$ cat src/slfd_pkg.sv
// Shared constants and types for the sync/length frame deframer.
package slfd_pkg;

	localparam int unsigned ByteW = 8;
	localparam int unsigned LenW  = 16;

	localparam logic [ByteW-1:0] SYNC_FIRST  = 8'hAA;
	localparam logic [ByteW-1:0] SYNC_SECOND = 8'h55;

	localparam logic [LenW-1:0] MAX_PAYLOAD_RESET = 16'd1020;

	// Parser phase, one-hot
	typedef enum logic [4:0] {
		PH_HUNT    = 5'b00001,
		PH_SEEN_AA = 5'b00010,
		PH_LEN_HI  = 5'b00100,
		PH_LEN_LO  = 5'b01000,
		PH_PAYLOAD = 5'b10000
	} phase_t;

	// One step result from the parser
	typedef struct packed {
		logic             valid;
		logic [ByteW-1:0] data;
		logic             first;
		logic             last;
	} result_t;

endpackage

$ cat src/slfd_parser.sv
// Frame parser: sync hunt, length capture and payload count, one byte per step.
module slfd_parser (
	input  logic                         clk,
	input  logic                         arst_n,
	input  logic                         step,
	input  logic [slfd_pkg::ByteW-1:0]   byte_in,
	input  logic [slfd_pkg::LenW-1:0]    max_payload,
	output slfd_pkg::result_t            result
);

	slfd_pkg::phase_t phase_q, phase_d;
	logic [slfd_pkg::ByteW-1:0] len_hi_q, len_hi_d;
	logic [slfd_pkg::LenW-1:0]  left_q, left_d;
	logic                       first_q, first_d;

	logic [slfd_pkg::LenW-1:0] len;
	logic                      len_bad;
	logic                      last;
	slfd_pkg::phase_t          scan_phase;

	assign len        = {len_hi_q, byte_in};
	assign len_bad    = (len == '0) || (len > max_payload);
	assign last       = (left_q <= slfd_pkg::LenW'(1));
	assign scan_phase = (byte_in == slfd_pkg::SYNC_FIRST) ? slfd_pkg::PH_SEEN_AA
	                                                      : slfd_pkg::PH_HUNT;

	always_comb begin
		phase_d      = phase_q;
		len_hi_d     = len_hi_q;
		left_d       = left_q;
		first_d      = first_q;
		result.valid = 1'b0;
		result.data  = byte_in;
		result.first = first_q;
		result.last  = last;
		unique case (phase_q)
			slfd_pkg::PH_SEEN_AA: begin
				phase_d = (byte_in == slfd_pkg::SYNC_SECOND) ? slfd_pkg::PH_LEN_HI
				                                             : scan_phase;
			end
			slfd_pkg::PH_LEN_HI: begin
				len_hi_d = byte_in;
				phase_d  = slfd_pkg::PH_LEN_LO;
			end
			slfd_pkg::PH_LEN_LO: begin
				if (len_bad) begin
					// rescan the two length bytes as a possible sync pair
					if (len_hi_q == slfd_pkg::SYNC_FIRST && byte_in == slfd_pkg::SYNC_SECOND) begin
						phase_d = slfd_pkg::PH_LEN_HI;
					end else begin
						phase_d = scan_phase;
					end
				end else begin
					left_d  = len;
					first_d = 1'b1;
					phase_d = slfd_pkg::PH_PAYLOAD;
				end
			end
			slfd_pkg::PH_PAYLOAD: begin
				result.valid = 1'b1;
				first_d      = 1'b0;
				if (last) begin
					left_d  = '0;
					phase_d = slfd_pkg::PH_HUNT;
				end else begin
					left_d = left_q - slfd_pkg::LenW'(1);
				end
			end
			default: begin
				phase_d = scan_phase;
			end
		endcase
	end

	always_ff @(posedge clk or negedge arst_n) begin
		if (!arst_n) begin
			phase_q  <= slfd_pkg::PH_HUNT;
			len_hi_q <= '0;
			left_q   <= '0;
			first_q  <= 1'b0;
		end else if (step) begin
			phase_q  <= phase_d;
			len_hi_q <= len_hi_d;
			left_q   <= left_d;
			first_q  <= first_d;
		end
	end

endmodule

$ cat src/sync_length_frame_deframer.sv
// Top level of the sync-word, length-prefixed frame deframer.
// Takes one received byte per item and hunts for the sync pair AA 55, then
// reads a big-endian 16-bit payload length and passes on that many payload
// bytes, marking the first and last byte of each frame. A header whose
// length is zero or above max_payload is dropped and its two length bytes
// are rescanned as a possible new sync start. Throughput is one byte per
// cycle while the output is not stalled; a payload byte goes from the input
// register through the parser step into the result register, which drives
// the output. The result register is the only place a stall from downstream
// can hold work: in_stall rises only when a payload byte sits in the input
// register while the result register is full and stalled. Header and sync
// bytes give no item out and never wait on the output side. max_payload
// resets to 1020 and is written with cfg_wr_en/cfg_wr_data; the user must
// write it only while the block is idle, which the block does not enforce;
// a new value applies from the next header.
module sync_length_frame_deframer (
	input  logic                       clk,
	input  logic                       arst_n,
	// configuration
	input  logic                       cfg_wr_en,
	input  logic [slfd_pkg::LenW-1:0]  cfg_wr_data,
	// received bytes
	input  logic                       in_valid,
	output logic                       in_stall,
	input  logic [slfd_pkg::ByteW-1:0] in_byte,
	// payload bytes
	output logic                       out_valid,
	input  logic                       out_stall,
	output logic [slfd_pkg::ByteW-1:0] payload_byte,
	output logic                       frame_first,
	output logic                       frame_last
);

	logic [slfd_pkg::LenW-1:0]  max_payload_q;

	// input register
	logic                       valid_s1;
	logic [slfd_pkg::ByteW-1:0] byte_s1;

	// result register
	logic                       valid_s2;
	logic [slfd_pkg::ByteW-1:0] byte_s2;
	logic                       first_s2;
	logic                       last_s2;

	slfd_pkg::result_t          res;
	logic                       out_free;
	logic                       adv_s1;
	logic                       take_in;

	// Result register can take a new item when empty or being drained.
	assign out_free = !valid_s2 || !out_stall;
	// The byte in s1 moves on unless it makes an item with nowhere to go.
	assign adv_s1   = valid_s1 && (!res.valid || out_free);
	assign in_stall = valid_s1 && !adv_s1;
	assign take_in  = in_valid && !in_stall;

	always_ff @(posedge clk or negedge arst_n) begin
		if (!arst_n) begin
			max_payload_q <= slfd_pkg::MAX_PAYLOAD_RESET;
		end else if (cfg_wr_en) begin
			max_payload_q <= cfg_wr_data;
		end
	end

	always_ff @(posedge clk or negedge arst_n) begin
		if (!arst_n) begin
			valid_s1 <= 1'b0;
		end else if (take_in) begin
			valid_s1 <= 1'b1;
		end else if (adv_s1) begin
			valid_s1 <= 1'b0;
		end
	end

	always_ff @(posedge clk) begin
		if (take_in) begin
			byte_s1 <= in_byte;
		end
	end

	slfd_parser u_parser (
		.clk         (clk),
		.arst_n      (arst_n),
		.step        (adv_s1),
		.byte_in     (byte_s1),
		.max_payload (max_payload_q),
		.result      (res)
	);

	always_ff @(posedge clk or negedge arst_n) begin
		if (!arst_n) begin
			valid_s2 <= 1'b0;
		end else if (out_free) begin
			valid_s2 <= adv_s1 && res.valid;
		end
	end

	always_ff @(posedge clk) begin
		if (adv_s1 && res.valid) begin
			byte_s2  <= res.data;
			first_s2 <= res.first;
			last_s2  <= res.last;
		end
	end

	assign out_valid    = valid_s2;
	assign payload_byte = byte_s2;
	assign frame_first  = first_s2;
	assign frame_last   = last_s2;

	// Input may only be held back by a full, stalled result register.
	a_stall_cause: assert property (@(posedge clk) disable iff (!arst_n)
		in_stall |-> (valid_s1 && valid_s2 && out_stall))
		else $error("in_stall without a blocked result register");

	// A new item never overwrites one that is still waiting downstream.
	a_no_overwrite: assert property (@(posedge clk) disable iff (!arst_n)
		(adv_s1 && res.valid) |-> (!valid_s2 || !out_stall))
		else $error("result register overwritten while stalled");

	// A stalled byte in s1 stays and keeps the parser frozen.
	a_hold_s1: assert property (@(posedge clk) disable iff (!arst_n)
		in_stall |=> (valid_s1 && $stable(byte_s1)))
		else $error("input register lost a stalled byte");

endmodule
$ cat config.mk
export PLATFORM = sky130hd
export DESIGN_NAME = sync_length_frame_deframer
export DESIGN_NICKNAME = d
export VERILOG_FILES = /design/src/slfd_pkg.sv /design/src/slfd_parser.sv /design/src/sync_length_frame_deframer.sv
export SDC_FILE = /design/constraint.sdc
export NUM_CORES = 1
export LEC_CHECK = 0
export BUFFER_PORTS_ARGS = -buffer_cell sky130_fd_sc_hd__clkbuf_2
export CAP_MARGIN = 40
export CORE_ASPECT_RATIO = 0.6
export CORE_MARGIN = 2
export CORE_UTILIZATION = 53
export DETAILED_ROUTE_END_ITERATION = 7
export HOLD_SLACK_MARGIN = 0.1
export PLACE_DENSITY = 0.76
export SETUP_SLACK_MARGIN = 0.05
export SLEW_MARGIN = 20
export SYNTH_ARGS = -nofsm -noshare
export SYNTH_HDL_FRONTEND = slang
export SYNTH_SLANG_ARGS = --single-unit
$ cat constraint.sdc
create_clock -name clk -period 3.1 [get_ports clk]
set_clock_uncertainty 0.2 [all_clocks]
set_input_delay 0.31 -clock clk [delete_from_list [all_inputs] [get_ports clk]]
set_output_delay 0.31 -clock clk [all_outputs]
set_load 0.01 [all_outputs]
# [Word-level counts from Yosys, hierarchy flattened]
# Cells that the tools add are included.
[totals] regBits=66 ramBits=0 mem_bits_ro=0 out_inout_bits=12 mem_count=0 latch_bits=0
[op_classes] mux=14 n_addsub=1 n_shift=0 n_reduce_logical=19 mul=0 n_lt_le_gt_ge=2 n_div=0 n_bitwise=0 eq_ne=9
[ops] operator="2-to-1 mux 16 bit" count=2
[ops] operator="one-hot mux 16 bit (2 select lines)" count=1
[ops] operator="2-to-1 mux 5 bit" count=4
[ops] operator="one-hot mux 5 bit (4 select lines)" count=1
[ops] operator="equality test 8 bit, second input constant" count=2
[ops] operator="> comparator 16 bit" count=1
[ops] operator="less-or-equal comparator 16 x 1 -> 1 bit, second input constant" count=1
[ops] operator="zero test 16 bit" count=1
[ops] operator="subtractor 16 x 1 -> 16 bit, second input constant" count=1
[ops] operator="equality test 8 x 7 -> 1 bit, second input constant" count=1
[ops] operator="equality test 5 x 2 -> 1 bit, second input constant" count=1
[ops] operator="equality test 5 x 3 -> 1 bit, second input constant" count=1
[ops] operator="equality test 5 x 4 -> 1 bit, second input constant" count=1
[ops] operator="equality test 5 bit, second input constant" count=1
[ops] operator="logical AND 1 bit" count=5
[ops] operator="zero test 1 bit" count=5
[ops] operator="2-to-1 mux 1 bit" count=4
[ops] operator="AND reduction 2 bit" count=2
[ops] operator="nonzero test 2 bit" count=2
[ops] operator="logical OR 1 bit" count=3
[ops] operator="AND reduction 3 bit" count=1
[ops] operator="2-to-1 mux 2 bit" count=1
[ops] operator="!= test 2 x 1 -> 1 bit, second input constant" count=1
[ops] operator="!= test 2 bit, second input constant" count=1
[ops] operator="one-hot mux 1 bit (2 select lines)" count=1

# [Depth between registers and ports, before layout]
# Gate-level depths: netlist of run 1.
[logic_depth] word_depth=10 depth_mapped=9 mapped_depth_nobuf=8

# [Hierarchy]
# A second synthesis of run 1 with hierarchy kept.
[hier_totals] cells_unflattened=322 area_unflattened_um2=3529.6
[modules_own_cells] mod="slfd_parser" area_per_inst_um2=2230.9 seq_area_each_um2=752.0 cells_each=258 n_inst=1
[modules_own_cells] mod="sync_length_frame_deframer" area_per_inst_um2=1298.7 seq_area_each_um2=1001.0 cells_each=64 n_inst=1

# [Worst setup path after synthesis of run 1]
# Ideal clock, no wire load.
[synth_timing] path_kind="register to register" start="register max_payload_q[5] (netlist name)" end="register first_s2 (netlist: frame_first) (enable)" setup_time_ps=376 period_less_slack_ps=3173 path_stages_with_launch=10 slack_ps=-73 t_arrival_ps=2597 required_ps=2524 path_buffers=1 cell_sequence="dfstp_2 inv_1 ha_1 a21oi_1 o21bai_1 o31a_1 o31ai_2 buf_2 nand2_4 nor2_1"
[synth_rtl] item="to (signal assigned)" line_no="sync_length_frame_deframer.sv:102" source="first_s2 <= res.first;"
[synth_rtl] item="to (decl)" line_no="sync_length_frame_deframer.sv:43" source="logic first_s2;"

==> metrics.md, run 1 <==
| Metric | Value |
|---|---|
| TNS Setup | `0 ns` |
| Sink of the worst hold path | `max_payload_q[6]` |
| Nets@finish | `455` |
| Area delta synth->final | `21.57%` |
| Synth area leaders | `dfrtp_1 (28%), edfxtp_1 (15%), dfstp_2 (6.7%)` |
| Layout Utilization | `68.42%` |
| Most common cell on crit path | `buf_4` |
| VDD IR max | `326.0 uV` |
| Status | `finished, final reports clean` |
| Slowest-stage cell, CP | `edfxtp_1` |
| Vias in the first global route | `2948` |
| Fmax | `334.8 MHz` |
| Die area | `7355 um^2` |
| Root buffer cell | `clkbuf_8` |
| Area of the multi-input gates | `1593 um^2` |
| Worst Tran Pin Value | `0.8187 ns` |
| Critical-path cell list | `ha_1 > nand3_1 > nor4_1 > a21boi_1 > o31ai_2 > buf_4 > nand2_4 > nor2_2 > buf_4` |
| Port buffer count | `40` |
| Max_cap viols | `0` |
| Crit. End Element | `flop` |
| RePlAce Congestion | `0.9141` |
| Detailed router's first-iteration violation count | `338` |
| Fin. Hold Viols | `0` |
| Reg clk slew, reported paths | `0.07 ns` |
| Pin count of the biggest net entering global routing | `32` |
| Switching part of the total power | `23.20%` |
| Worst R2R Start | `byte_s1[7]` |
| Fillers | `505` |
| Top FF cell, synth | `dfrtp_1` |
| Sequential Power Share | `51.1%` |
| Critical path arrival | `2.90 ns` |
| R2R depth | `9` |
| Total global routing overflow | `0` |
| Vias | `3067` |
| Storage cell area | `1753 um^2` |
| H-tree depth | `3` |
| Die Y | `67.24 um` |
| WP buf/inv | `2` |
| CTS Buf Count | `9` |
| Global-route usage over all layers | `28.49%` |
| Clock Power Share | `40.9%` |
| Number of synthesized register bits | `66` |
| Setup crit start kind | `flop` |
| Initial Util | `56.28%` |
| Switch Pwr | `434.9 uW` |
| Vias per inst | `6.171` |
| Synth top area share | `27.63%` |
| Avg Cell Area, Syn | `10.51 um^2` |
| Total Power | `1874 uW` |
| Syn Nets | `383` |
| Synth area leader | `dfrtp_1` |
| R2R Path End | `payload_byte[6]` |
| Synth cell types | `61` |
| Internal | `1439 uW` |
| Yosys synthesis warning count | `0` |
| Worst skew pair latency | `0.35 ns` |
| P_leak | `0.001855 uW` |
| Fraction of registers with async set/reset | `72.73%` |
| Type of the worst min-delay path | `in2reg` |
| CTS Sinks | `66` |
| Rel. slew slack | `45.05%` |
| RSZ-0062 raised after global routing | `yes` |
| Final Max Slew Viols | `0` |
| WS Path Type | `reg2reg` |
| Worst Path Required | `3.01 ns` |
| Clk buf depth | `2` |
| CP top delay family | `simple AND/OR/NAND/NOR gates` |
| Setup violators final | `0` |
| Hold path startpoint | `cfg_wr_en` |
| First-pass GRT wire length | `15250 um` |
| Rows | `22` |
| DRC | `0` |
| Initial antenna violation count | `0` |
| Fraction of layout cells with a size suffix above 1 | `22.52%` |
| Min cycle time layout | `2.987 ns` |
| Post-synth EDFFs | `18` |
| Max incr delay on CP | `0.55 ns` |
| Power density over the cells | `436.5 nW/um^2` |
| Post-Syn Area | `3532 um^2` |
| Combinational power share | `8.1%` |
| Cell count after synthesis | `336` |
| Drt wl/cell | `19.04 um` |
| Drt pass-1 iters | `6` |
| Min-Delay Path Depth | `3` |
| Die Span X | `109.4 um` |
| Seq/Total Area, Yosys | `49.63%` |
| CTS tree | `done` |
| HPWL after DPL | `6692 um` |
| CP max FO | `17` |
| Reg2reg setup slack | `0.11 ns` |
| Core ar. | `6276 um^2` |
| Hold Slack | `0.2906 ns` |
| Drt total wl | `9465 um` |
| Post-route antenna net violation count | `0` |
| Final worst-path cycle share | `96.35%` |
| # diodes | `0` |
| I/O Pins | `41` |
## cell usage in the layout, fill, tap and decap left out, types with 7 or more instances in the layout
master / n
ha_1: 18
o21ai_0: 24
nand2_1: 35
clkbuf_8: 12
inv_1: 34
o32ai_1: 7
clkbuf_2: 40
nor3_1: 17
dfstp_2: 9
dfrtp_1: 39
nand3_1: 15
edfxtp_1: 18
dlygate4sd3_1: 27
a21oi_1: 8
nor2_1: 12
## state kept, by name (all words and copies together), names as in the netlist
| name | cells |
|---|---|
| max_payload_q | 16 |
| u_parser.left_q | 16 |
| byte_s1 | 8 |
| payload_byte | 8 |
| u_parser.len_hi_q | 8 |
| u_parser.phase_q | 5 |
| frame_first | 1 |
| frame_last | 1 |
| out_valid | 1 |
| u_parser.first_q | 1 |
| valid_s1 | 1 |
## cell type report
type / count / share of cell area (%)
clock buffer: 14 / 4.021
clock inverter: 2 / 0.8159
inverter: 34 / 2.972
multi-input combinational: 225 / 37.09
sequential: 66 / 40.82
tap: 84 / 2.448
timing repair buffer: 72 / 11.83
## per-layer routing
| metal | wire length [um] | GRT usage [%] | vias up |
|---|---|---|---|
| met5 | 0 | 0 | - |
| met4 | 170 | 6.013 | 0 |
| met3 | 972 | 9.170 | 31 |
| met1 | 4243 | 40.24 | 1468 |
| met2 | 4078 | 43.36 | 174 |
| li1 | - | - | 1394 |
## power groups by stage
stage / registers [uW] / clock network [uW] / logic, uW
finish: 957 / 766 / 151
global route: 960 / 819 / 172
CTS: 956 / 780 / 151
detailed placement: 973 / 0 / 124
global placement: 971 / 0 / 117
floorplan: 959 / 0 / 71.0
## worst max path at each step
| stage | startpoint | cells past startpoint | to |
|---|---|---|---|
| detailed placement | byte_s1[7] | 7 | u_parser.phase_q[1] |
| CTS | byte_s1[7] | 7 | u_parser.left_q[13] |
| finish | byte_s1[7] | 9 | payload_byte[6] |
| floorplan | max_payload_q[5] | 9 | frame_first |
| global route | byte_s1[7] | 9 | payload_byte[6] |
| global placement | u_parser.len_hi_q[6] | 7 | u_parser.left_q[10] |
## metrics by stage
| step | setup WS, ns | instances | instance area [um^2] |
|---|---|---|---|
| 6_report | 0.1132 | 497 | 4294 |
| 4_1_cts | 0.2593 | 497 | 4287 |
| 3_3_place_gp | 0.3144 | 454 | 3807 |
| 2_1_floorplan | 0.1069 | 336 | 3535 |
| 5_1_grt | 0.04663 | 497 | 4294 |
| 3_5_place_dp | 0.06159 | 454 | 3807 |
## logic make-up after synthesis
logic type,Yosys count,share of synthesized area [%]
xor gates and xnor gates,1,0.2480
adders and majority gates,18,6.376
buffers and inverters,45,5.597
AOI/OAI and AO/OA,85,18.10
and+or+nand+nor,113,17.57
muxes,8,2.480
DFF,66,49.63
## synthesized netlist by cell type (3+ instances only)
master and instances:
a21oi_1 8, a32oi_1 5, a41oi_1 6, and2_1 3, clkbuf_1 6, dfrtp_1 39, dfstp_2 9, edfxtp_1 18
ha_1 18, inv_1 34, mux2_2 6, nand2_1 35, nand3_1 15, nand4_1 4, nor2_1 13, nor3_1 17
nor4_1 6, o211ai_1 5, o21ai_0 24, o2bb2ai_1 6, o31ai_1 3, o32ai_1 7
## worst register-to-register path, cell delays in order, from the launching register on
cell and delay, ns:
edfxtp_1 0.55, ha_1 0.38, nand3_1 0.10, nor4_1 0.38
a21boi_1 0.39, o31ai_2 0.13, buf_4 0.23, nand2_4 0.17
nor2_2 0.06, buf_4 0.18
## repair_timing
action,4_1_cts,5_1_grt
resized for setup,1,1
hold buffers,27,0
buffers inserted,0,0
pin swaps,0,0
setup endpoints to repair,2,1
endpoints found under the hold margin,46,0
Note: power is estimated with default switching activity, not from simulation.
==> inputs of run 2 (changes only) <==
--- a/config.mk
+++ b/config.mk
@@ -17,4 +17,5 @@
 export SLEW_MARGIN = 20
 export SYNTH_ARGS = -nofsm -noshare
 export SYNTH_HDL_FRONTEND = slang
+export SYNTH_HIERARCHICAL = 1
 export SYNTH_SLANG_ARGS = --single-unit
==> run 2 against run 1 <==
Cell count decreased by 2.2%. Non-clock buffer count increased by 11. Sequential cell count did not move. Routed wire length is 1.8% lower. Area after synthesis about the same. Worst setup slack lost 0.062 ns. Clock power decreased by 7.2%. Power rose by 12%. Synthesized cell count decreased by 4.2%. Worst hold slack lost 0.045 ns. Critical path type unchanged. Largest power group unchanged. Highest routed layer unchanged.
==> metrics.md, run 2 <==
| Metric | Value |
|---|---|
| Detailed router's first-iteration violation count | `297 (was 338)` |
| Placed Cells | `442 (was 454)` |
| P_leak | `0.001969 uW (was 0.001855 uW)` |
| Hold Slack | `0.2452 ns (was 0.2906 ns)` |
| Most common cell after layout, fill and taps aside | `clkbuf_2 (unchanged)` |
| Total Power | `2096 uW (was 1874 uW)` |
| Setup violators final | `0 (unchanged)` |
| Final Max Slew Viols | `0 (unchanged)` |
| CTS Sinks | `66 (unchanged)` |
| Synth cell types | `48 (was 61)` |
| First-pass GRT wire length | `14770 um (was 15250 um)` |
| Power density over the cells | `487.8 nW/um^2 (was 436.5 nW/um^2)` |
| Synth area leader | `dfrtp_1 (unchanged)` |
| # diodes | `0 (unchanged)` |
| Fmax | `328.0 MHz (was 334.8 MHz)` |
| Die Y | `67.21 um (was 67.24 um)` |
| Synth top area share | `27.65% (was 27.63%)` |
| Core ar. | `6276 um^2 (unchanged)` |
| CP max FO | `5 (was 17)` |
| Port buffer count | `40 (unchanged)` |
| Total setup buffers inserted after CTS | `0 (unchanged)` |
| Global-route usage over all layers | `27.73% (was 28.49%)` |
| Worst skew pair latency | `0.35 ns (about the same)` |
| Largest regs | `max_payload_q x16, u_parser/left_q x16 (was max_payload_q x16, u_parser.left_q x16)` |
| RePlAce Congestion | `0.9219 (was 0.9141)` |
| Syn Nets | `369 (was 383)` |
| Non-Filler Instances | `486 (was 497)` |
| Critical path arrival | `3.13 ns (was 2.90 ns)` |
| DRC | `0 (unchanged)` |
| Vias per inst | `6.074 (was 6.171)` |
| WP buf/inv | `0 (was 2)` |
| Nets@finish | `444 (was 455)` |
| Final worst-path cycle share | `98.34% (was 96.35%)` |
| Post-Syn Area | `3530 um^2 (was 3532 um^2)` |
| Number of synthesized register bits | `66 (unchanged)` |
| Type of the worst min-delay path | `in2async (was in2reg)` |
| Drt total wl | `9290 um (was 9465 um)` |
| Avg Cell Area, Syn | `10.96 um^2 (was 10.51 um^2)` |
| Slowest-stage cell, CP | `or4_4 (was edfxtp_1)` |
| Total global routing overflow | `0 (unchanged)` |
| Min cycle time layout | `3.049 ns (was 2.987 ns)` |
| HPWL after DPL | `6358 um (was 6692 um)` |
| Initial Util | `56.24% (was 56.28%)` |
| Rel. slew slack | `60.44% (was 45.05%)` |
| Top FF cell, synth | `dfrtp_1 (unchanged)` |
| Critical-path cell list | `ha_1 > nand4_2 > or4_4 > a21oi_1 > nand4b_1 > a21oi_4 > nor2_1 > a221o_1 (was ha_1 > nand3_1 > nor4_1 > a21boi_1 > o31ai_2 > buf_4 > nand2_4 > nor2_2 > buf_4)` |
| Rows | `22 (unchanged)` |
| Fraction of registers with async set/reset | `72.73% (unchanged)` |
| Pin count of the biggest net entering global routing | `32 (unchanged)` |
| WS Path Type | `reg2reg (unchanged)` |
| Cell count after synthesis | `322 (was 336)` |
| RSZ-0062 raised after global routing | `yes (unchanged)` |
| Most frequent cells in the layout | `clkbuf_2 (40), dfrtp_1 (39), nand2_1 (29) (was clkbuf_2 (40), dfrtp_1 (39), nand2_1 (35))` |
| I/O Pins | `41 (unchanged)` |
| Fin. Hold Viols | `0 (unchanged)` |
| Vias | `2952 (was 3067)` |
| CP top delay family | `simple AND/OR/NAND/NOR gates (unchanged)` |
| H-tree depth | `3 (unchanged)` |
| CTS tree | `done (unchanged)` |
| Max incr delay on CP | `0.60 ns (was 0.55 ns)` |
| CTS Buf Count | `9 (unchanged)` |
| Setup crit start kind | `flop (unchanged)` |
| Post-route antenna net violation count | `0 (unchanged)` |
| Seq/Total Area, Yosys | `49.66% (was 49.63%)` |
| Synth area leaders | `dfrtp_1 (28%), edfxtp_1 (15%), dfstp_2 (6.7%) (unchanged)` |
| Vias in the first global route | `2862 (was 2948)` |
| Clk buf depth | `2 (unchanged)` |
| Die area | `7350 um^2 (was 7355 um^2)` |
| Reg clk slew, reported paths | `0.08 ns (was 0.07 ns)` |
| Post-synth top cells | `dfrtp_1 (39), nand2_1 (29), inv_1 (25) (was dfrtp_1 (39), nand2_1 (35), inv_1 (34))` |
| Crit. End Element | `flop (unchanged)` |
| Initial antenna violation count | `0 (unchanged)` |
| Status | `finished, final reports clean (unchanged)` |
| Max_cap viols | `0 (unchanged)` |
| Worst Path Required | `3.18 ns (was 3.01 ns)` |
| Area delta synth->final | `21.77% (was 21.57%)` |
| Drt wl/cell | `19.12 um (was 19.04 um)` |
| Post-synth EDFFs | `18 (unchanged)` |
| VDD IR max | `267.5 uV (was 326.0 uV)` |
| Cell with the most instances after synthesis | `dfrtp_1 (unchanged)` |
| Fraction of layout cells with a size suffix above 1 | `27.11% (was 22.52%)` |
| Drt pass-1 iters | `5 (was 6)` |
| Die Span X | `109.4 um (about the same)` |
| Yosys synthesis warning count | `6 (was 0)` |
| Root buffer cell | `clkbuf_8 (unchanged)` |
| Worst Tran Pin Value | `0.5889 ns (was 0.8187 ns)` |
[run 2: changes by cell type after synthesis, sizes merged, moves of 9 or more]
cell,delta
o21ai,-19
mux2,+18
buf,+11
nand3,-11
inv,-9
[run 2: through the flow]
step	TNS [ns]	utilization, %	instance area [um^2]	setup slack (ns)
2_1_floorplan	0	-	3530	0.4926
3_3_place_gp	0	60.81	3816	0.3117
3_5_place_dp	0	60.81	3816	0.1750
4_1_cts	0	68.26	4284	0.1645
5_1_grt	-0.08570	68.48	4298	-0.02995
6_report	0	68.48	4298	0.05133
[run 2: worst paths after layout]
kind | slack, ns | end | from | cells after the start
setup reg to reg | 0.05 | u_parser/left_q[0] | u_parser/len_hi_q[7] | 8
min in group clk | 0.27 | frame_first | u_parser/first_q | 0
hold / removal | 0.25 | max_payload_q[11] | arst_n | 2
setup / recovery | 0.05 | u_parser/left_q[0] | u_parser/len_hi_q[7] | 8
hold reg to reg | 0.27 | frame_first | u_parser/first_q | 0
max in group asynchronous | 1.62 | u_parser/phase_q[0] | arst_n | 3
[run 2: kinds of logic (layout without fill, tap and decap cells)]
logic type | Yosys count | in the layout | share of synthesized area [%]
DFF | 66 | 66 | 49.66
AOI/OAI and AO/OA | 60 | 60 | 11.73
buffers and inverters | 44 | 124 | 6.735
xor gates and xnor gates | 1 | 1 | 0.2482
adders and majority gates | 18 | 18 | 6.381
and+or+nand+nor | 106 | 106 | 15.67
muxes | 27 | 27 | 9.571
[run 2: layout make-up]
class                           count  area (um^2)
Fill cell                         470         1978
Sequential cell                    66         1753
Multi-Input combinational cell    212         1553
Timing Repair Buffer               83        605.6
Clock buffer                       11        131.4
Tap cell                           84        105.1
Inverter                           25        93.84
Clock inverter                      5        56.30
[run 2: layer usage]
layer | track usage (%) | up-vias | part of all wire [%]
li1 | - | 1327 | -
met1 | 38.14 | 1445 | 45
met2 | 41.98 | 168 | 44
met3 | 9.846 | 12 | 10
met4 | 7.437 | 0 | 0.90
met5 | 0 | - | 0
[run 2: repair_timing]
action | 4_1_cts | 5_1_grt
resized for setup | 0 | 2
endpoints found under the setup margin | 0 | 6
hold buffers | 28 | 0
hold endpoints to repair | 43 | 0
[run 2: power breakdown]
part / internal, uW / total, uW / leakage, uW / switching (uW)
logic: 167 / 355 / 0.00111 / 188
clock network: 371 / 711 / 0.0000933 / 340
registers: 966 / 1030 / 0.000764 / 63.9
total: 1500 / 2100 / 0.00197 / 593
==> inputs of run 3 (changes only) <==
--- a/config.mk
+++ b/config.mk
@@ -9,10 +9,10 @@
 export CAP_MARGIN = 40
 export CORE_ASPECT_RATIO = 0.6
 export CORE_MARGIN = 2
-export CORE_UTILIZATION = 53
+export CORE_UTILIZATION = 58
 export DETAILED_ROUTE_END_ITERATION = 7
 export HOLD_SLACK_MARGIN = 0.1
-export PLACE_DENSITY = 0.76
+export PLACE_DENSITY = 0.79
 export SETUP_SLACK_MARGIN = 0.05
 export SLEW_MARGIN = 20
 export SYNTH_ARGS = -nofsm -noshare
==> constraint.sdc (replaced) <==
create_clock -name clk -period 3.35 [get_ports clk]
set_clock_uncertainty 0.2 [all_clocks]
set_input_delay 0.335 -clock clk [delete_from_list [all_inputs] [get_ports clk]]
set_output_delay 0.335 -clock clk [all_outputs]
set_load 0.01 [all_outputs]
==> run 3 against run 2 <==
Final area decreased by 0.26%. Die area decreased by 8.2%. Power decreased by 3.3%. Routed wire length decreased by 0.43%. Worst setup slack improved by 0.19 ns. First-iteration DRC count increased by 13%. Sequential cell count unchanged. Core utilization increased by 6.4 points. Via count decreased by 0.88%. Combinational power decreased by 7.0%. Register-to-register slack improved by 0.19 ns. Critical path depth increased by 1. Largest power group unchanged.
==> metrics.md, run 3 (synthesis results as in run 2) <==
| Metric | Value |
|---|---|
| Status | `finished, final reports clean (unchanged)` |
| Pin count of the biggest net entering global routing | `28 (was 32)` |
| Rows | `21 (was 22)` |
| Worst Path Required | `3.40 ns (was 3.18 ns)` |
| Global-route usage over all layers | `29.39% (was 27.73%)` |
| DRC | `0 (unchanged)` |
| Post-route antenna net violation count | `0 (unchanged)` |
| Drt total wl | `9250 um (was 9290 um)` |
| TNS Setup | `0 ns (unchanged)` |
| Fmax | `321.2 MHz (was 328.0 MHz)` |
| Drt wl/cell | `19.23 um (was 19.12 um)` |
| Most frequent cells in the layout | `clkbuf_2 (40), dfrtp_1 (39), nand2_1 (29) (unchanged)` |
| Total global routing overflow | `0 (unchanged)` |
| Min cycle time layout | `3.114 ns (was 3.049 ns)` |
| Root buffer cell | `clkbuf_8 (unchanged)` |
| Rel. slew slack | `59.72% (was 60.44%)` |
| Vias | `2926 (was 2952)` |
| HPWL after DPL | `6185 um (was 6358 um)` |
| Die area | `6746 um^2 (was 7350 um^2)` |
| Max_cap viols | `0 (unchanged)` |
| Worst skew pair latency | `0.36 ns (was 0.35 ns)` |
| Nets@finish | `443 (was 444)` |
| CP max FO | `12 (was 5)` |
| Met3 Routed Length | `1063 um (was 928 um)` |
| Power density over the cells | `472.9 nW/um^2 (was 487.8 nW/um^2)` |
| Final worst-path cycle share | `92.94% (was 98.34%)` |
| Type of the worst min-delay path | `reg2reg (was in2async)` |
| RePlAce Congestion | `0.9683 (was 0.9219)` |
| Worst setup margin | `0.2365 ns (was 0.05133 ns)` |
| Dpl ws | `0.3744 ns (was 0.1750 ns)` |
| P_leak | `0.001968 uW (was 0.001969 uW)` |
| Vias per inst | `6.083 (was 6.074)` |
| Die Span X | `104.7 um (was 109.4 um)` |
| WS Path Type | `reg2reg (unchanged)` |
| Fraction of layout cells with a size suffix above 1 | `26.93% (was 27.11%)` |
| Initial antenna violation count | `0 (unchanged)` |
| Initial Util | `61.62% (was 56.24%)` |
| DR WL met2 | `4000 um (was 4079 um)` |
| Worst Tran Pin Value | `0.6042 ns (was 0.5889 ns)` |
| Detailed router's first-iteration violation count | `336 (was 297)` |
| Hold Slack | `0.2811 ns (was 0.2452 ns)` |
| Clk buf depth | `2 (unchanged)` |
| Die Y | `64.43 um (was 67.21 um)` |
| Drt pass-1 iters | `6 (was 5)` |
| RSZ-0062 raised after global routing | `no (was yes)` |
| First-pass GRT wire length | `14520 um (was 14770 um)` |
| Crit. End Element | `flop (unchanged)` |
| Port buffer count | `40 (unchanged)` |
| I/O Pins | `41 (unchanged)` |
| Fillers | `409 (was 470)` |
| CTS Sinks | `66 (unchanged)` |
| # diodes | `0 (unchanged)` |
| CTS Buf Count | `9 (unchanged)` |
| Vias in the first global route | `2808 (was 2862)` |
| Met1 WL | `3993 um (was 4197 um)` |
| Core ar. | `5728 um^2 (was 6276 um^2)` |
| Top layer in use | `met4 (unchanged)` |
| Critical path arrival | `3.16 ns (was 3.13 ns)` |
| Setup crit start kind | `flop (unchanged)` |
| CTS tree | `done (unchanged)` |
| Largest regs | `max_payload_q x16, u_parser/left_q x16 (unchanged)` |
| H-tree depth | `3 (unchanged)` |
| Final Max Slew Viols | `0 (unchanged)` |
| Setup violators final | `0 (unchanged)` |
| Area delta synth->final | `21.45% (was 21.77%)` |
| Most common cell after layout, fill and taps aside | `clkbuf_2 (unchanged)` |
| Reg clk slew, reported paths | `0.07 ns (was 0.08 ns)` |
| Fin. Hold Viols | `0 (unchanged)` |
| VDD IR max | `280.3 uV (was 267.5 uV)` |
==> run 3: cell types whose count changed in the layout (fill, tap and decap cells not counted), sizes merged <==
cell | before | now
inv | 25 | 26
clkbuf | 51 | 49
clkinv | 3 | 2
buf | 15 | 14
clkinvlp | 1 | 2
bufinv | 1 | 2
==> run 3: area by class of cell <==
cell class	instances	area [um^2]	area share (%)
flip-flops and latches	66	1753	40.89
multi-input cells	212	1539	35.90
repair buffers	82	585.6	13.66
clock buffers	9	123.9	2.890
well taps	80	100.1	2.335
inverters	25	93.84	2.189
clock inverters	7	91.34	2.131
==> run 3: stage by stage <==
stage / instance area (um^2) / power (uW) / util (%) / cells
after floorplan: 3530 / 1165 / - / 322
after global placement: 3791 / 1242 / 66.19 / 437
after detailed placement: 3791 / 1255 / 66.19 / 437
after CTS: 4287 / 2018 / 74.84 / 481
after global routing: 4287 / 2115 / 74.84 / 481
final: 4287 / 2027 / 74.84 / 481
==> run 3: worst max-delay path, stage by stage, from the launching register on <==
cell and delay [ns]:
dfrtp_1 0.45, ha_1 0.35, nand4_2 0.19, or4_4 0.59, nor3_2 0.20, inv_1 0.08
a21oi_2 0.29, buf_4 0.25, o22ai_1 0.09, a221o_1 0.31
==> run 3: routing by layer <==
metal / up-vias / global-route usage (%)
li1: 1336 / -
met5: - / 0
met2: 149 / 43.38
met3: 22 / 11.87
met1: 1419 / 39.75
met4: 0 / 10.00
==> run 3: timing repair <==
item / 4_1_cts / 5_1_grt
buffers inserted: 0 / 0
endpoints found under the hold margin: 46 / 0
hold buffers: 28 / 0
resized for setup: 0 / 0
==> run 3: report_power, final <==
part / total, uW / leakage (uW) / switching, uW / internal [uW]
Sequential: 952 / 0.000764 / 58.4 / 894
Clock: 745 / 0.000101 / 329 / 416
Combinational: 330 / 0.00110 / 175 / 155
==> run 3: path summary, 6_finish.rpt <==
check | start | endpoint | slack, ns | cells after the start
max in group asynchronous | arst_n | max_payload_q[6] | 1.79 | 3
hold / removal | u_parser/first_q | frame_first | 0.28 | 0
min in group asynchronous | arst_n | u_parser/phase_q[3] | 0.32 | 2
setup / recovery | u_parser/len_hi_q[7] | u_parser/left_q[6] | 0.24 | 9
setup reg to reg | u_parser/len_hi_q[7] | u_parser/left_q[6] | 0.24 | 9
hold reg to reg | u_parser/first_q | frame_first | 0.28 | 0
